$ cat src/hw/rtl/sgseb_pkg.sv
// Shared constants and the edge-pattern function for the signed graph spin energy bound unit.
`timescale 1ns / 1ps
package sgseb_pkg;

	// Field widths fixed by the interface.
	localparam int MASK_W   = 28;
	localparam int ENERGY_W = 6;
	localparam int DATA_W   = 32;
	localparam int ADDR_W   = 3;

	// The edge mask is counted in four independent chunks of seven bits.
	localparam int CHUNK_W = 7;
	localparam int CHUNKS  = 4;
	localparam int PART_W  = 3;

	// Register map: word index taken from paddr above the byte offset.
	localparam logic [ADDR_W-3:0] REG_THRESHOLD = 1'b0;
	localparam logic [ENERGY_W-1:0] THRESHOLD_RESET = 6'd12;

	// For spin code 'code', bit k of the result is set when the two spins of
	// edge k differ, so that edge contributes -1 before its sign is applied.
	function automatic logic [MASK_W-1:0] edge_pattern(input int free_verts, input int code);
		logic [MASK_W-1:0] pat;
		int bit_idx;
		pat = '0;
		bit_idx = 0;
		for (int i = 1; i <= free_verts; i++) begin
			for (int j = i + 1; j <= free_verts; j++) begin
				pat[bit_idx] = ((code >> (i - 1)) & 1) != ((code >> (j - 1)) & 1);
				bit_idx++;
			end
		end
		return pat;
	endfunction

endpackage

$ cat src/hw/rtl/sgseb_lane.sv
// One spin-vector lane: counts the negative terms of the energy for a fixed spin code.
`timescale 1ns / 1ps
module sgseb_lane import sgseb_pkg::*; #(
	parameter int FREE_VERTS = 8,
	parameter int CODE       = 0
) (
	input  logic                clk,
	input  logic [MASK_W-1:0]   mask_s1,
	output logic [ENERGY_W-1:0] neg_count_s2
);

	localparam int EDGES = (FREE_VERTS * (FREE_VERTS - 1)) / 2;
	localparam logic [MASK_W-1:0] PATTERN = edge_pattern(FREE_VERTS, CODE);
	localparam logic [MASK_W-1:0] EDGE_MASK = {MASK_W{1'b1}} >> (MASK_W - EDGES);
	localparam logic [ENERGY_W-1:0] LIN_NEG = ENERGY_W'($countones(CODE));

	logic [MASK_W-1:0]   diff;
	logic [PART_W-1:0]   part [CHUNKS];
	logic [ENERGY_W-1:0] neg_count;

	// An edge term is negative when its sign bit differs from the spin product.
	always_comb begin
		diff = (mask_s1 ^ PATTERN) & EDGE_MASK;
		for (int ch = 0; ch < CHUNKS; ch++) begin
			part[ch] = '0;
			for (int b = 0; b < CHUNK_W; b++) begin
				part[ch] = part[ch] + PART_W'(diff[ch*CHUNK_W + b]);
			end
		end
		neg_count = LIN_NEG;
		for (int ch = 0; ch < CHUNKS; ch++) begin
			neg_count = neg_count + ENERGY_W'(part[ch]);
		end
	end

	always_ff @(posedge clk) begin
		neg_count_s2 <= neg_count;
	end

endmodule

$ cat config.mk
export PLATFORM = sky130hd
export DESIGN_NAME = sgseb_lane
export DESIGN_NICKNAME = d
export VERILOG_FILES = /design/src/hw/rtl/sgseb_pkg.sv /design/src/hw/rtl/sgseb_lane.sv
export SDC_FILE = /design/constraint.sdc
export NUM_CORES = 1
export LEC_CHECK = 0
export BUFFER_PORTS_ARGS = -buffer_cell sky130_fd_sc_hd__buf_2
export CAP_MARGIN = 15
export CORE_AREA = 2 2 46 48
export DETAILED_ROUTE_END_ITERATION = 8
export DIE_AREA = 0 0 48 50
export HOLD_SLACK_MARGIN = 0.02
export PLACE_DENSITY = 0.79
export SETUP_SLACK_MARGIN = 0.15
export SYNTH_ARGS = -nofsm -noshare
export SYNTH_HDL_FRONTEND = slang
export SYNTH_SLANG_ARGS = --single-unit
$ cat constraint.sdc
create_clock -name clk -period 11.8 [get_ports clk]
set_input_delay 2.36 -clock clk [delete_from_list [all_inputs] [get_ports clk]]
set_output_delay 2.36 -clock clk [all_outputs]
set_load 0.01 [all_outputs]
---- Yosys cells after proc, flatten, opt, wreduce, memory -nomap -nowiden ----
Index checks and enable logic that the tools add are counted.
storage, ports and cells
  register bits after elaboration ......... 6
  bits of input ports ..................... 29
  output and inout port bits .............. 6
  logic and storage cells ................. 28
cells by class
  add/sub/neg operators ................... 27
operators by type and width
  operator     number
  $add 3x1->3  16
  $add 2x1->3  4
  $add 1x1->2  4
  $add 6x3->6  1
  $add 4x3->5  1
  $add 3x3->4  1

---- Logic depth before layout (Yosys ltp) ----
Gate-level depths: netlist of the first run.
  depth after elaboration ................. 9
  gate-level depth with buffers ........... 17
  gate-level depth less buffers ........... 17

---- Least setup slack after synthesis of the first run ----
No wires, ideal clock.
  path type ............................... input to register
  start ................................... in mask_s1[0]
  end ..................................... reg neg_count_s2[4]
  setup time .............................. 0.072 ns
  data arrival time ....................... 7.219 ns
  required time ........................... 11.728 ns
  path slack .............................. 4.509 ns
  stages .................................. 17
  path buffers ............................ 0
  path through ............................ fa_1 > inv_1 > fa_1 > fa_1 > fa_1 > fa_1 > inv_1 > fa_1 > inv_1 > fa_1 > inv_1 > ha_1 > ha_1 > fa_1 > a21o_1 > a21oi_2 > xnor2_1
on the way
  longest elaborated chain between the ends .. 9
ends and longest elaborated chain
  what                      line              text
  start: declaration        sgseb_lane.sv:8   input logic [MASK_W-1:0] mask_s1,
  $add 1x1->2               sgseb_lane.sv:27  part[ch] = part[ch] + PART_W'(diff[ch*CHUNK_W + b]);
  $add 2x1->3               sgseb_lane.sv:27
  $add 3x1->3 (4 in a row)  sgseb_lane.sv:27
  $add 3x3->4               sgseb_lane.sv:32  neg_count = neg_count + ENERGY_W'(part[ch]);
  $add 4x3->5               sgseb_lane.sv:32
  $add 6x3->6               sgseb_lane.sv:32
  net neg_count[4]          sgseb_lane.sv:19  logic [ENERGY_W-1:0] neg_count;
  end signal: assignment    sgseb_lane.sv:37  neg_count_s2 <= neg_count;
  end: declaration          sgseb_lane.sv:9   output logic [ENERGY_W-1:0] neg_count_s2
The timed path passes the listed nets, and every way through them passes these cells.

---- Worst setup path in the final report of the first run ----
Same ends and word-level chain as after synthesis.

==> flow_summary.yaml, run 1 <==
synthesis:
  synth_top_cell_area_share_pct: 41.4
  synth_simple_gate_area_share_pct: 3.40
  ys_seq_elements: 6
  synthAdderAreaFrac_pct: 59.0
  synthesis.area_per_instance_um2: 10.5
  synth_top_family_by_area: "adder cells"
  netlist_instances: 88
  synthesis.yosys.warnings: 0
  synth_top_cell_by_area: "sky130_fd_sc_hd__fa_1"
  yosys.cell_types.count: 14
  mappedNetlistNets: 149
  post_synth_main_area_contributors: "sky130_fd_sc_hd__fa_1 41%, sky130_fd_sc_hd__ha_1 18%, sky130_fd_sc_hd__dfxtp_1 13%, sky130_fd_sc_hd__inv_1 13%, sky130_fd_sc_hd__a21oi_2 2.9%"
  synth_sequential_area_ratio_pct: 13.1
  muxShareOfSynthArea_pct: 0
  synthesis.area_um2: 920
  synth_compound_gate_area_share_pct: 6.67
  synthXorXnorAreaFrac_pct: 4.76
sta:
  final_min_period_over_clock_period_pct: 61.9
  worst-slew-pin-transition_ns: 0.203
  setup_viol_count_final: 0
  timing.final.hold_violations: 0
  setup_total_negative_slack_ns: 0
  max_clock_freq_ghz: 0.137
  rsz0062_at_grt: "false"
  timing_max_transition_violations_final: 0
  hold_ws_ns: 2.33
  finalCriticalPeriod_ns: 7.30
  worst_slew_margin_rel_pct: 86.4
critical_path:
  path_max_fanout: 2
  critPathLaunchType: "primary input"
  critical_path_arrival_ns: 7.47
  timing.critical_path.mode_cell: "sky130_fd_sc_hd__fa_1"
  path_cells: "buf_2, fa_1, inv_1, fa_1, fa_1, fa_1, fa_1, inv_1, fa_1, inv_1, fa_1, inv_1, ha_1, ha_1, fa_1, a21o_1, a21oi_2, xnor2_1"
  critical_path_rt_ns: 11.97
  worstSetupPathType: "primary input to register"
  critical-path-max-stage-delay_ns: 0.54
  critPathSlowestCell: "sky130_fd_sc_hd__fa_1"
  cp-end-kind: "register"
  crit_family: "adder cells"
  worst-path-buf-inv: 5
drt:
  drt_wl_total_um: 1490
  detailroute.via_count: 661
  firstDrtPassIters: 2
  drtIter0Drc: 4
  ant_nets: 0
  drcViolationCount: 0
  routed_wire_length_per_instance_um: 9.79
  via_per_inst: 4.35
finish:
  largest_register_ff_count: 6
  post_route_cells_drive_above_1_share_pct: 32.8
  final.fill_count: 156
  num_antenna_cells: 0
  largest_register: "neg_count_s2"
  layout_top_registers: "neg_count_s2 (6)"
  area_growth_syn_to_layout_pct: 24.6
  footprint_of_the_flip_flops_and_latches_um2: 120
  final_design_area_no_fill_mm2: 0.00115
  multiInputGateArea_um2: 679
  fin_nets: 188
clock_tree:
  tritoncts_clock_tree: "done"
  clock_sink_count: 6
  clk_pin_slew_worst_paths_ns: 0.05
  cts.hold.buffers_added: 0
  postCtsResizedCells: 0
  cts-root-to-sink-buffers: 2
  cts.repair_timing.setup_buffer_count: 0
  tritoncts.num_buffers: 3
  cts.root.buffer_cell: "sky130_fd_sc_hd__clkbuf_4"
  htreeDepth: 1
grt:
  grt_pass1_wl_um: 2580
  grt_pass1_vias: 716
  initial_antenna_violation_count: 0
  grt_remaining_overflow: 0
  largest_net_degree_at_the_start_of_global_routing: 4
  global_route.usage.total_pct: 15.0
floorplan:
  fp.dieW_um: 48
  design.portCount: 35
  floorplan.die.height_um: 50
  die_area_mm2: 0.00240
  floorplan.core_area_mm2: 0.00190
  initial_core_util_pct: 48.4
  placement_rows: 16
placed_design:
  place.port_buffers: 34
  hpwlAfterDp_um: 1400
  place.gp.congestion: 0.670
  detailed_place.area_mm2: 0.00112
min_path:
  hold_removal_path_class: "primary input to register"
job:
  cap_violations: 0
run_status:
  run_status: "finished, final reports clean"
==> cells in the final DEF, fill, tap and decap left out <==
master / Yosys / final
sky130_fd_sc_hd__a21o_1: 2 / 2
sky130_fd_sc_hd__buf_2: 0 / 34
sky130_fd_sc_hd__nor3b_1: 1 / 1
sky130_fd_sc_hd__inv_1: 32 / 32
sky130_fd_sc_hd__ha_1: 13 / 13
sky130_fd_sc_hd__o21a_1: 1 / 1
sky130_fd_sc_hd__xnor2_1: 2 / 2
sky130_fd_sc_hd__xor2_1: 3 / 3
sky130_fd_sc_hd__fa_1: 19 / 19
sky130_fd_sc_hd__dfxtp_1: 6 / 6
sky130_fd_sc_hd__clkbuf_4: 0 / 3
sky130_fd_sc_hd__a21oi_2: 3 / 3
sky130_fd_sc_hd__nor2_1: 3 / 3
sky130_fd_sc_hd__nor2b_1: 1 / 1
sky130_fd_sc_hd__a211oi_2: 1 / 1
sky130_fd_sc_hd__nand2b_1: 1 / 1
==> synth_stat cells <==
| cell | number |
|---|---|
| sky130_fd_sc_hd__a211oi_2 | 1 |
| sky130_fd_sc_hd__dfxtp_1 | 6 |
| sky130_fd_sc_hd__xor2_1 | 3 |
| sky130_fd_sc_hd__ha_1 | 13 |
| sky130_fd_sc_hd__a21oi_2 | 3 |
| sky130_fd_sc_hd__nor2_1 | 3 |
| sky130_fd_sc_hd__nor2b_1 | 1 |
| sky130_fd_sc_hd__nor3b_1 | 1 |
| sky130_fd_sc_hd__nand2b_1 | 1 |
| sky130_fd_sc_hd__a21o_1 | 2 |
| sky130_fd_sc_hd__xnor2_1 | 2 |
| sky130_fd_sc_hd__inv_1 | 32 |
| sky130_fd_sc_hd__o21a_1 | 1 |
| sky130_fd_sc_hd__fa_1 | 19 |
==> path summary, 6_finish.rpt <==
path | startpoint | to | slack, ns | cells after the start
hold / removal | mask_s1[23] | neg_count_s2[0]$_DFF_P_ | 2.33 | 2
setup / recovery | mask_s1[0] | neg_count_s2[4]$_DFF_P_ | 4.50 | 18
==> cells by family (layout without fill, tap and decap cells) <==
| group | after synthesis | count (layout) |
|---|---|---|
| flops | 6 | 6 |
| compound gates | 7 | 7 |
| fa+ha+maj | 32 | 32 |
| xor+xnor | 5 | 5 |
| simple gates | 6 | 6 |
| buf+inv | 32 | 69 |
==> layer usage <==
| metal | vias to the layer above | wire (um) | track usage (%) |
|---|---|---|---|
| met3 | 0 | 44 | 4.40 |
| met4 | 0 | 0 | 2.70 |
| met2 | 17 | 919 | 29.3 |
| met5 | - | 0 | 0 |
| li1 | 327 | - | - |
| met1 | 317 | 524 | 14.4 |
==> per-stage QoR <==
stage               instances  utilization [%]  worst slack (ns)
global placement          149             59.1              4.32
floorplan                  88                -              4.51
detailed placement        149             59.1              4.22
CTS                       152             60.3              4.47
finish                    152             60.3              4.50
global route              152             60.3              4.30
==> final cells by class <==
type / instances / share of cell area (%)
multi-input cells: 50 / 59.3
repair buffers: 34 / 14.8
flip-flops and latches: 6 / 10.5
inverters: 32 / 10.5
well taps: 27 / 2.95
clock buffers: 3 / 1.97
Power of run 1 is left out: the tool's default activity adds up to more than one toggle a clock period on the data nets, which glitch-free logic cannot reach.
==> run 2: changes to the inputs <==
Settings changed: ABC_AREA set to 1, CORE_AREA 2 2 46 48 to 2 2 50 52, DIE_AREA 0 0 48 50 to 0 0 52 54, PLACE_DENSITY 0.79 to 0.73.
Clock period 11.8 ns to 6.3 ns, I/O delays scaled along.
==> run 2 against run 1 <==
Effect of this change: worst setup slack worse by 4.1 ns; area after synthesis increased by 4.9%; via count is 10% higher; global-route usage decreased by 2.3 points; sequential share of layout area is 0.59 points lower; die area up 17%; cell area grew 6.0%; critical path depth up 1; synthesized cell count increased by 25%; non-clock buffer count rose by 1; critical endpoint unchanged.
==> flow_summary.yaml, run 2 <==
drt:
  detailroute.via_count: 729
  via_per_inst: 4.10
  drtIter0Drc: 5
  firstDrtPassIters: 2
  routed_wire_length_per_instance_um: 8.08
  drcViolationCount: 0
  ant_nets: 0
  drt_wl_total_um: 1440
critical_path:
  critPathSlowestCell: "sky130_fd_sc_hd__fa_1"
  crit_path_start: "mask_s1[0]"
  critical-path-max-stage-delay_ns: 0.53
  worstSetupPathType: "primary input to register"
  timing.critical_path.mode_cell: "sky130_fd_sc_hd__fa_1"
  cp-end-kind: "register"
  path_max_fanout: 2
  path_cells: "buf_2, fa_1, inv_1, fa_1, fa_1, fa_1, fa_1, inv_1, fa_1, inv_1, fa_1, inv_1, ha_1, ha_4, fa_1, inv_1, nor2_1, o21ai_1, nand2_1"
  critical_path_rt_ns: 6.43
  critPathLaunchType: "primary input"
  critical_path_arrival_ns: 6.04
floorplan:
  die_area_mm2: 0.00281
  design.portCount: 35
  floorplan.core_area_mm2: 0.00232
  floorplan.die.height_um: 54
  fp.dieW_um: 52
  placement_rows: 18
  initial_core_util_pct: 41.6
grt:
  largest_net_degree_at_the_start_of_global_routing: 6
  grt_pass1_wl_um: 2700
  grt_remaining_overflow: 0
  initial_antenna_violation_count: 0
  grt_pass1_vias: 728
  global_route.usage.total_pct: 12.7
finish:
  num_antenna_cells: 0
  layout.cells.non_filler: 178
  largest_register: "neg_count_s2"
  fin_nets: 211
  mostFrequentLayoutCell: "sky130_fd_sc_hd__inv_1"
  area_growth_syn_to_layout_pct: 25.9
  largest_register_ff_count: 6
  finish.utilization_pct: 52.4
  post_route_cells_drive_above_1_share_pct: 27.0
  layout_top_registers: "neg_count_s2 (6)"
  most-common-layout-cells: "41 x sky130_fd_sc_hd__inv_1, 34 x sky130_fd_sc_hd__buf_2, 19 x sky130_fd_sc_hd__fa_1"
clock_tree:
  htreeDepth: 1
  clk_pin_slew_worst_paths_ns: 0.04
  clock_sink_count: 6
  cts-root-to-sink-buffers: 2
  tritoncts_clock_tree: "done"
  cts.repair_timing.setup_buffer_count: 0
  tritoncts.num_buffers: 3
  cts.root.buffer_cell: "sky130_fd_sc_hd__clkbuf_4"
min_path:
  hold_path_end: "neg_count_s2[0]$_DFF_P_"
  worst_hold_path.num_cells: 2
  hold_removal_path_class: "primary input to register"
  worst_min_delay_path_startpoint: "mask_s1[23]"
sta:
  timing.final.hold_violations: 0
  setup_viol_count_final: 0
  final_min_period_over_clock_period_pct: 93.9
  finalCriticalPeriod_ns: 5.92
  timing_max_transition_violations_final: 0
  rsz0062_at_grt: "false"
  setup_total_negative_slack_ns: 0
  worst-slew-pin-transition_ns: 0.159
  max_clock_freq_ghz: 0.169
  worst_slew_margin_rel_pct: 89.3
synthesis:
  yosys.cell_types.count: 13
  synth_top_cell_area_share_pct: 39.4
  muxShareOfSynthArea_pct: 0
  synthesis.area_per_instance_um2: 8.77
  netlist_top_cells_count: "41 x sky130_fd_sc_hd__inv_1, 19 x sky130_fd_sc_hd__fa_1, 15 x sky130_fd_sc_hd__nand2_1"
  synth_sequential_area_ratio_pct: 12.5
  synth_compound_gate_area_share_pct: 1.56
  synth_top_family_by_area: "adder cells"
  synthAdderAreaFrac_pct: 56.3
  edff_count_synth: 0
  synth_simple_gate_area_share_pct: 10.1
  post-synth-top-count-cell: "sky130_fd_sc_hd__inv_1"
  ys_async_sr_fraction_pct: 0
  synthesis.yosys.warnings: 0
  mappedNetlistNets: 171
  synthesis.area_um2: 965
  synthXorXnorAreaFrac_pct: 3.63
  post_synth_main_area_contributors: "sky130_fd_sc_hd__fa_1 39%, sky130_fd_sc_hd__ha_1 17%, sky130_fd_sc_hd__inv_1 16%, sky130_fd_sc_hd__dfxtp_1 12%, sky130_fd_sc_hd__nand2_1 5.8%"
  ys_seq_elements: 6
  netlist_instances: 110
  synth_flop_cell: "sky130_fd_sc_hd__dfxtp_1"
  synth_top_cell_by_area: "sky130_fd_sc_hd__fa_1"
placed_design:
  place.detailed.instances: 175
  place.gp.congestion: 0.740
  place.port_buffers: 34
  hpwlAfterDp_um: 1360
run_status:
  run_status: "finished, final reports clean"
job:
  cap_violations: 0
==> run 2: worst max path at each step <==
| stage | end | slack (ns) | cells past startpoint |
|---|---|---|---|
| after global routing | neg_count_s2[4]$_DFF_P_ | 0.17 | 19 |
| after CTS | neg_count_s2[4]$_DFF_P_ | 0.24 | 19 |
| after floorplan | neg_count_s2[4]$_DFF_P_ | 0.22 | 18 |
| final | neg_count_s2[4]$_DFF_P_ | 0.38 | 19 |
| after detailed placement | neg_count_s2[4]$_DFF_P_ | -0.02 | 19 |
| after global placement | neg_count_s2[4]$_DFF_P_ | 0.05 | 19 |
==> run 2: kinds of logic (layout without fill, tap and decap cells) <==
kind of cell	count (synthesis)	after routing
simple gates	24	24
xor+xnor	4	4
fa+ha+maj	32	32
flops	6	6
buf+inv	41	79
compound gates	3	3
==> run 2: repair_timing <==
action	4_1_cts	5_1_grt
endpoints found under the setup margin	0	3
hold endpoints to repair	0	0
hold buffers	0	0
gates resized for setup	0	2
==> run 2: worst max-delay path, delay by kind of cell <==
family | cells | cell delay, ns
adder cells (fa/ha/maj) | 10 | 4.15
AND/OR/NAND/NOR | 2 | 0.10
AO/OA/AOI/OAI | 1 | 0.11
buffers and inverters | 6 | 0.43
==> run 2: layer usage <==
| layer | up-vias | wire, um | share of wire [%] | track usage [%] |
|---|---|---|---|---|
| li1 | 384 | - | - | - |
| met1 | 329 | 535 | 37 | 13.6 |
| met2 | 16 | 810 | 56 | 25.5 |
| met3 | 0 | 91 | 6.3 | 4.17 |
| met4 | 0 | 0 | 0 | 0 |
| met5 | - | 0 | 0 | 0 |
==> run 2: stage by stage <==
| stage | hold slack (ns) | instance area, um^2 | setup slack, ns |
|---|---|---|---|
| finish | 1.24 | 1210 | 0.384 |
| global route | 1.23 | 1210 | 0.171 |
| CTS | 1.24 | 1200 | 0.238 |
| detailed placement | 1.49 | 1180 | -0.0154 |
| global placement | 1.48 | 1180 | 0.0478 |
| floorplan | 1.39 | 965 | 0.222 |
==> run 2: layout make-up <==
cell class | instances | area, um^2
clock buffer | 3 | 22.5
fill | 213 | 1100
inverter | 41 | 154
multi-input combinational | 63 | 703
sequential | 6 | 120
tap | 30 | 37.5
timing repair buffer | 35 | 178
Power of run 2 is left out for the same reason.
